--- config.mk ---
export PLATFORM = sky130hd
export DESIGN_NAME = keyed_min_priority_list_core
export DESIGN_NICKNAME = d
export VERILOG_FILES = /design/src/hdl/kmpl_pkg.sv /design/src/hdl/keyed_min_priority_list_core.sv /design/src/hdl/kmpl_ram.sv /design/src/hdl/kmpl_cmp.sv
export SDC_FILE = /design/constraint.sdc
export NUM_CORES = 2
export LEC_CHECK = 0
export ABC_CLOCK_PERIOD_IN_PS = 22600
export BUFFER_PORTS_ARGS = -buffer_cell sky130_fd_sc_hd__buf_2
export CORE_MARGIN = 10
export CORE_UTILIZATION = 25
export CTS_CLUSTER_DIAMETER = 200
export DETAILED_ROUTE_END_ITERATION = 7
export GPL_TIMING_DRIVEN = 0
export PLACE_DENSITY = 0.39
export RECOVER_POWER = 100
export SYNTH_ARGS = -nofsm -noshare
export SYNTH_HDL_FRONTEND = slang
export SYNTH_SLANG_ARGS = --single-unit
export TNS_END_PERCENT = 5
--- constraint.sdc ---
create_clock -name clk -period 22.6 [get_ports clk]
set_input_delay 1.13 -clock clk [delete_from_list [all_inputs] [get_ports clk]]
set_output_delay 1.13 -clock clk [all_outputs]
set_load 0.01 [all_outputs]
--- src/hdl/kmpl_pkg.sv ---
package kmpl_pkg;

  localparam int KEY_W   = 32;
  localparam int COST_W  = 16;
  localparam int EST_W   = 16;
  localparam int SUM_W   = 17;
  localparam int ENTRY_W = KEY_W + COST_W + EST_W;
  localparam int STAT_W  = 3;
  localparam int TOTAL_W = 7;

  // result codes
  localparam logic [STAT_W-1:0] ST_ADDED    = 3'd0;
  localparam logic [STAT_W-1:0] ST_REJECTED = 3'd1;
  localparam logic [STAT_W-1:0] ST_REMOVED  = 3'd2;
  localparam logic [STAT_W-1:0] ST_EMPTY    = 3'd3;
  localparam logic [STAT_W-1:0] ST_FULL     = 3'd4;

  // command codes
  localparam logic CMD_ADD    = 1'b0;
  localparam logic CMD_REMOVE = 1'b1;

  typedef struct packed {
    logic [KEY_W-1:0]  key;
    logic [COST_W-1:0] cost;
    logic [EST_W-1:0]  est;
  } entry_t;

  typedef struct packed {
    logic             hit;
    logic             cost_lower;
    logic [SUM_W-1:0] sum;
    logic             sum_lower;
  } cmp_t;

endpackage

--- src/hdl/keyed_min_priority_list_core.sv ---
// Channel   Ports                                         Handshake
// command   command, key, cost, estimate                  start & !busy
// result    status, out_key, out_cost, out_estimate,      done (one cycle)
//           entry_total
//
// Each transaction scans the table and then, for a remove or a replacing add, shifts
// the later entries down, one table entry per cycle through the single read port of
// the entry RAM; done is registered when the walk ends.
// busy is high from acceptance until the result cycle; the result cannot be stalled.
// rst is synchronous and empties the table; RAM contents are not cleared.
module keyed_min_priority_list_core #(
  parameter int CAPACITY = 64
) (
  input  logic                                 clk,
  input  logic                                 rst,
  input  logic                                 start,
  output logic                                 busy,
  input  logic                                 command,
  input  logic [kmpl_pkg::KEY_W-1:0]           key,
  input  logic [kmpl_pkg::COST_W-1:0]          cost,
  input  logic [kmpl_pkg::EST_W-1:0]           estimate,
  output logic                                 done,
  output logic [kmpl_pkg::STAT_W-1:0]          status,
  output logic [kmpl_pkg::KEY_W-1:0]           out_key,
  output logic [kmpl_pkg::COST_W-1:0]          out_cost,
  output logic [kmpl_pkg::EST_W-1:0]           out_estimate,
  output logic [kmpl_pkg::TOTAL_W-1:0]         entry_total
);

  localparam int AW = (CAPACITY > 1) ? $clog2(CAPACITY) : 1;
  localparam int CW = $clog2(CAPACITY + 1);
  localparam logic [CW-1:0] CAP_C = CW'(CAPACITY);

  typedef enum logic [1:0] {
    S_IDLE,
    S_SCAN,
    S_SHIFT
  } state_t;

  state_t                         state;
  logic                           cmd_r;
  kmpl_pkg::entry_t               new_ent;
  logic [CW-1:0]                  count;
  logic [CW-1:0]                  raddr;
  logic                           pv;
  logic [AW-1:0]                  pidx;
  logic [AW-1:0]                  best_idx;
  logic [kmpl_pkg::SUM_W-1:0]     best_sum;
  kmpl_pkg::entry_t               best_ent;

  logic                           issue;
  logic                           walk_end;
  logic [CW-1:0]                  count_inc;
  logic [CW-1:0]                  count_dec;
  logic                           ram_we;
  logic [AW-1:0]                  ram_waddr;
  kmpl_pkg::entry_t               ram_wdata;
  kmpl_pkg::entry_t               ram_rdata;
  kmpl_pkg::cmp_t                 cmp;

  assign busy      = (state != S_IDLE);
  assign issue     = busy && (raddr < count);
  assign walk_end  = !pv && (raddr >= count);
  assign count_inc = count + CW'(1);
  assign count_dec = count - CW'(1);

  kmpl_ram #(
    .DEPTH (CAPACITY),
    .AW    (AW)
  ) u_ram (
    .clk   (clk),
    .we    (ram_we),
    .waddr (ram_waddr),
    .wdata (ram_wdata),
    .raddr (raddr[AW-1:0]),
    .rdata (ram_rdata)
  );

  kmpl_cmp u_cmp (
    .ent      (ram_rdata),
    .key      (new_ent.key),
    .cost     (new_ent.cost),
    .best_sum (best_sum),
    .res      (cmp)
  );

  // RAM write: shift moves entry down one place; append lands at the tail
  always_comb begin
    ram_we    = 1'b0;
    ram_waddr = count[AW-1:0];
    ram_wdata = new_ent;
    case (state)
      S_SHIFT: begin
        if (pv) begin
          ram_we    = 1'b1;
          ram_waddr = pidx - AW'(1);
          ram_wdata = ram_rdata;
        end else if (walk_end && cmd_r == kmpl_pkg::CMD_ADD) begin
          ram_we    = 1'b1;
          ram_waddr = count_dec[AW-1:0];
        end
      end
      S_SCAN: begin
        if (walk_end && cmd_r == kmpl_pkg::CMD_ADD && count < CAP_C) begin
          ram_we = 1'b1;
        end
      end
      default: ;
    endcase
  end

  always_ff @(posedge clk) begin
    if (rst) begin
      state <= S_IDLE;
      count <= '0;
      raddr <= '0;
      pv    <= 1'b0;
      done  <= 1'b0;
    end else begin
      done <= 1'b0;
      if (issue) begin
        raddr <= raddr + CW'(1);
      end
      pv   <= issue;
      pidx <= raddr[AW-1:0];

      case (state)
        S_IDLE: begin
          if (start) begin
            cmd_r        <= command;
            new_ent.key  <= key;
            new_ent.cost <= cost;
            new_ent.est  <= estimate;
            raddr        <= '0;
            pv           <= 1'b0;
            state        <= S_SCAN;
          end
        end

        S_SCAN: begin
          if (pv) begin
            if (cmd_r == kmpl_pkg::CMD_ADD) begin
              if (cmp.hit) begin
                // stop at first match; any read already in flight is dropped
                pv <= 1'b0;
                if (cmp.cost_lower) begin
                  raddr <= CW'(pidx) + CW'(1);
                  state <= S_SHIFT;
                end else begin
                  done         <= 1'b1;
                  status       <= kmpl_pkg::ST_REJECTED;
                  out_key      <= '0;
                  out_cost     <= '0;
                  out_estimate <= '0;
                  entry_total  <= kmpl_pkg::TOTAL_W'(count);
                  state        <= S_IDLE;
                end
              end
            end else if (pidx == '0 || cmp.sum_lower) begin
              // strict less-than keeps the earliest of equal priorities
              best_idx <= pidx;
              best_sum <= cmp.sum;
              best_ent <= ram_rdata;
            end
          end else if (walk_end) begin
            out_key      <= '0;
            out_cost     <= '0;
            out_estimate <= '0;
            if (cmd_r == kmpl_pkg::CMD_ADD) begin
              done  <= 1'b1;
              state <= S_IDLE;
              if (count >= CAP_C) begin
                status      <= kmpl_pkg::ST_FULL;
                entry_total <= kmpl_pkg::TOTAL_W'(count);
              end else begin
                status      <= kmpl_pkg::ST_ADDED;
                count       <= count_inc;
                entry_total <= kmpl_pkg::TOTAL_W'(count_inc);
              end
            end else if (count == '0) begin
              done        <= 1'b1;
              state       <= S_IDLE;
              status      <= kmpl_pkg::ST_EMPTY;
              entry_total <= kmpl_pkg::TOTAL_W'(count);
            end else begin
              raddr <= CW'(best_idx) + CW'(1);
              state <= S_SHIFT;
            end
          end
        end

        S_SHIFT: begin
          if (walk_end) begin
            done  <= 1'b1;
            state <= S_IDLE;
            if (cmd_r == kmpl_pkg::CMD_ADD) begin
              // old entry dropped and new one appended: count unchanged
              status       <= kmpl_pkg::ST_ADDED;
              out_key      <= '0;
              out_cost     <= '0;
              out_estimate <= '0;
              entry_total  <= kmpl_pkg::TOTAL_W'(count);
            end else begin
              status       <= kmpl_pkg::ST_REMOVED;
              out_key      <= best_ent.key;
              out_cost     <= best_ent.cost;
              out_estimate <= best_ent.est;
              count        <= count_dec;
              entry_total  <= kmpl_pkg::TOTAL_W'(count_dec);
            end
          end
        end

        default: state <= S_IDLE;
      endcase
    end
  end

`ifndef ASSERT_OFF
  a_done_after_work: assert property (@(posedge clk) disable iff (rst)
    done |-> $past(busy))
    else $error("result strobe without a transaction in progress");

  a_zero_fields: assert property (@(posedge clk) disable iff (rst)
    (done && status != kmpl_pkg::ST_REMOVED) |->
      (out_key == '0 && out_cost == '0 && out_estimate == '0))
    else $error("removed-entry fields not zero on non-remove result");

  a_count_bound: assert property (@(posedge clk) disable iff (rst)
    count <= CAP_C)
    else $error("entry count above capacity");

  a_accept_busy: assert property (@(posedge clk) disable iff (rst)
    (start && !busy) |=> busy)
    else $error("accepted transaction did not start");
`endif

endmodule

--- src/hdl/kmpl_ram.sv ---
module kmpl_ram #(
  parameter int DEPTH = 64,
  parameter int AW    = 6
) (
  input  logic                           clk,
  input  logic                           we,
  input  logic [AW-1:0]                  waddr,
  input  kmpl_pkg::entry_t               wdata,
  input  logic [AW-1:0]                  raddr,
  output kmpl_pkg::entry_t               rdata
);

  kmpl_pkg::entry_t mem [DEPTH];

  always_ff @(posedge clk) begin
    if (we) begin
      mem[waddr] <= wdata;
    end
    rdata <= mem[raddr];
  end

endmodule

--- src/hdl/kmpl_cmp.sv ---
module kmpl_cmp (
  input  kmpl_pkg::entry_t                    ent,
  input  logic [kmpl_pkg::KEY_W-1:0]          key,
  input  logic [kmpl_pkg::COST_W-1:0]         cost,
  input  logic [kmpl_pkg::SUM_W-1:0]          best_sum,
  output kmpl_pkg::cmp_t                      res
);

  logic [kmpl_pkg::SUM_W-1:0] sum;

  // one 17-bit adder and the compares shared by every scan step
  assign sum = kmpl_pkg::SUM_W'(ent.cost) + kmpl_pkg::SUM_W'(ent.est);

  always_comb begin
    res.hit        = (ent.key == key);
    res.cost_lower = (cost < ent.cost);
    res.sum        = sum;
    res.sum_lower  = (sum < best_sum);
  end

endmodule
==> out/results.tsv <==
metric	value	unit
outcome	finished with violations	
failed_checks	max-capacitance violations, max-slew violations	
drv_cap	105	
synth.distinct_cells	71	
switchingPower	4.32	mW
syn_area	168000	sq um
first_global_vias	85600	
ctsResizeCount	0	
crit_start	raddr[0]$_SDFF_PP0_	
num_vias	82600	
finalCriticalPeriod	13.38	ns
startpoint_type	flop	
critPathBufInv	11	
drive_gt1_frac	0.262	
required	23.28	ns
dp_hpwl	428	mm
nets	8519	
ff_latch_area	132000	sq um
fmax	74.7	MHz
die_h	841	um
synthTopCellsByArea	edfxtp_1, mux4_2, dfxtp_1	
track_usage	0.158	
fin_skew	0.0668	ns
setup.worst_path.end_class	flop	
power_density	92.4	nW/um^2
clk_latency	1.11	ns
reg2reg_depth	19	
cts-root-buf	clkbuf_16	
worst-slew-pin-transition	3.32	ns
final-hold-violation-count	0	
clockBufferDepth	4	
die_w	841	um
layout_setup_ws	9.22	ns
holdCritStartpoint	key[12]	
crit_fanout	10	
p_int	14.2	mW
fillers	65200	
seq_power_share	0.495	
yosysWarningCount	0	
cp_cell_sequence	clkbuf_1 -> clkbuf_1 -> clkbuf_1 -> inv_1 -> ha_1 -> nand2b_1 -> a211oi_1 -> o31ai_1 -> nand4_1 -> o311ai_0 -> nand3_1 -> nor3_1 -> clkbuf_1 -> clkbuf_1 -> clkbuf_1 -> clkbuf_1 -> clkbuf_1 -> clkbuf_1 -> clkbuf_1	
wl_per_cell	32.1	um
p_sw_frac	0.233	
critical_path.max_stage_delay	2.00	ns
slew_headroom	-1.24	
hold_class	in -> reg	
hold_path_end	new_ent[44]$_DFFE_PP_	
async_reset_ff_frac	0	
top_usage_layer	met2	
pre_cts_slack	15.16	ns
grtUsageMet1	0.213	
placed_cell_area	191000	sq um
postCtsSetupBuffers	0	
clkSinkCount	4410	
cp_common_cell	clkbuf_1	
min_path_cells	1	
vias_per_cell	4.64	
overflow	0	
synth-edff-count	4328	
totalWireLength	570	mm
synth.yosys.seq_area_share	0.782	
htreeDepth	6	
leakagePower	59.4	nW
portBuffers	143	
setup_violations	0	
p_comb_frac	0.063	
grt_util_met3	0.0255	
r2r_end	u_ram.mem[30][20]$_DFFE_PP_	
setup_tns	0	ns
rr_startpoint	raddr[0]$_SDFF_PP0_	
grt_max_degree	65	
synth.avg_cell_area	24.3	sq um
core.rowCount	301	
gp_congestion	0.767	
gr-usage-met2	0.264	
grt_pass1_wl	765	mm
clk_pin_slew_worst_paths	0.06	ns
synth_top_area_share	0.772	
ios	144	
firstDrtPassIters	6	
synth_flop_cell	edfxtp_1	
hold_buffers	0	
drtIter0Drc	9139	
ir_worst_vdd	0.0895	mV
cts_tree	done	
initial_core_util	0.251	
crit_type	reg -> reg	
die-area	707000	sq um
synth_cells	6933	
syn_to_final_growth	19.1	%
design_area	200000	sq um
finalMaxSlewViolations	3996	
yosys.area.top_type	edfxtp_1	
period_share	0.592	
core_area	671000	sq um
ant_nets	0	
synth_nets	7067	
r2r_slack	9.22	ns
cp_data_arrival_time	14.06	ns
antenna_found_initial	71	
critPathTopFamily	buffers and inverters	
multi_input_area	35100	sq um
cts_buffers	520	
pwr-share-clk	0.442	
rsz0062_at_grt	false	
ys_seq_elements	4410	
cpMaxStageDelayCell	o311ai_0	
route.detailed.drc	0	
==> layout make-up <==
cell class	instances	share of cell area
Antenna cell	44	0.000549
Buffer	353	0.00758
Clock buffer	688	0.0698
Clock inverter	248	0.0134
Inverter	52	0.000974
Multi-Input combinational cell	2118	0.175
Sequential cell	4410	0.656
Tap cell	8938	0.0558
Timing Repair Buffer	930	0.0202
==> worst register-to-register path, delay by kind of cell, from the launching register on <==
kind / cells / cell delay (ns)
AO/OA/AOI/OAI: 3 / 3.04
adder cells (fa/ha/maj): 1 / 0.32
buffers and inverters: 11 / 6.89
flip-flops: 1 / 0.51
AND/OR/NAND/NOR: 4 / 2.24
==> cell families (layout without fill, tap and decap cells) <==
kind of cell,Yosys count,after routing,synth area share
flops,4410,4410,0.782
mux,1348,1348,0.180
simple gates,465,465,0.0130
buf+inv,405,2271,0.00996
compound gates,164,164,0.00666
xor+xnor,75,75,0.00390
fa+ha+maj,66,66,0.00495
other cells,0,44,0
==> registers in the layout, indices dropped and copies added (netlist names) <==
name,count
best_ent,64
best_idx,6
best_sum,17
cmd_r,1
count,7
done,1
entry_total,7
new_ent,64
out_cost,16
out_estimate,16
out_key,32
pidx,6
pv,1
raddr,7
state,2
status,3
u_ram.mem,4096
u_ram.rdata,64
==> power groups by stage <==
stage / logic, mW / clock network [mW] / registers [mW]
floorplan: 0.681 / 0 / 9.26
global placement: 1.16 / 0 / 9.36
detailed placement: 1.24 / 0 / 9.32
CTS: 1.25 / 8.40 / 9.15
global route: 1.25 / 8.74 / 9.16
finish: 1.17 / 8.19 / 9.16
==> metal layers <==
layer | up-vias | part of all wire
met2 | 2821 | 0.48
met3 | 805 | 0.059
met4 | 6 | 0.032
li1 | 33000 | -
met5 | - | 0.000058
met1 | 46000 | 0.42
==> Yosys cell counts, types with 13 or more instances <==
cell	n
nand2_1	205
o21ai_0	42
nor2_1	40
and3_1	70
dfxtp_1	82
a21o_1	13
mux4_2	1344
edfxtp_1	4328
nand3_1	17
a21oi_1	35
xor2_1	45
ha_1	65
buf_2	110
xnor2_1	30
inv_1	50
buf_1	30
nor3_1	85
clkbuf_1	210
==> worst max-delay path by stage <==
stage	to	slack, ns	cells past startpoint
after floorplan	u_ram.mem[50][0]$_DFFE_PP_	14.65	15
after global placement	u_ram.mem[23][25]$_DFFE_PP_	3.38	13
after detailed placement	u_ram.mem[30][20]$_DFFE_PP_	15.16	20
after CTS	u_ram.mem[30][20]$_DFFE_PP_	15.10	20
after global routing	u_ram.mem[30][20]$_DFFE_PP_	9.06	19
final	u_ram.mem[30][20]$_DFFE_PP_	9.22	19
==> placed cells by master (no fill, tap or decap), types with 11 or more instances in the layout <==
| master | Yosys | final |
|---|---|---|
| edfxtp_1 | 4328 | 4328 |
| mux4_2 | 1344 | 1344 |
| clkbuf_1 | 210 | 1168 |
| clkbuf_16 | 0 | 523 |
| nand2_1 | 205 | 201 |
| buf_2 | 110 | 172 |
| clkinv_1 | 0 | 90 |
| nor3_1 | 85 | 85 |
| dfxtp_1 | 82 | 82 |
| and3_1 | 70 | 70 |
| ha_1 | 65 | 65 |
| clkinv_2 | 0 | 57 |
| inv_1 | 50 | 51 |
| diode_2 | 0 | 44 |
| xor2_1 | 45 | 44 |
| o21ai_0 | 42 | 42 |
| nor2_1 | 40 | 40 |
| a21oi_1 | 35 | 35 |
| xnor2_1 | 30 | 30 |
| clkbuf_8 | 0 | 28 |
| bufinv_16 | 0 | 25 |
| clkbuf_2 | 0 | 24 |
| buf_1 | 30 | 21 |
| clkinv_16 | 0 | 19 |
| buf_12 | 0 | 19 |
| nand3_1 | 17 | 17 |
| clkinv_8 | 0 | 15 |
| a21o_1 | 13 | 13 |
| inv_16 | 0 | 13 |
| inv_6 | 0 | 12 |
| nand4_1 | 11 | 11 |
==> through the flow <==
stage | power (mW) | utilization | cells | hold WS, ns
after floorplan | 9.94 | - | 6933 | 0.424
after global placement | 10.5 | 0.268 | 16000 | 0.438
after detailed placement | 10.6 | 0.284 | 16800 | 0.443
after CTS | 18.8 | 0.309 | 17700 | 0.0819
after global routing | 19.2 | 0.298 | 17800 | 0.123
final | 18.5 | 0.299 | 17800 | 0.197
Note: power is estimated with default switching activity, not from simulation.
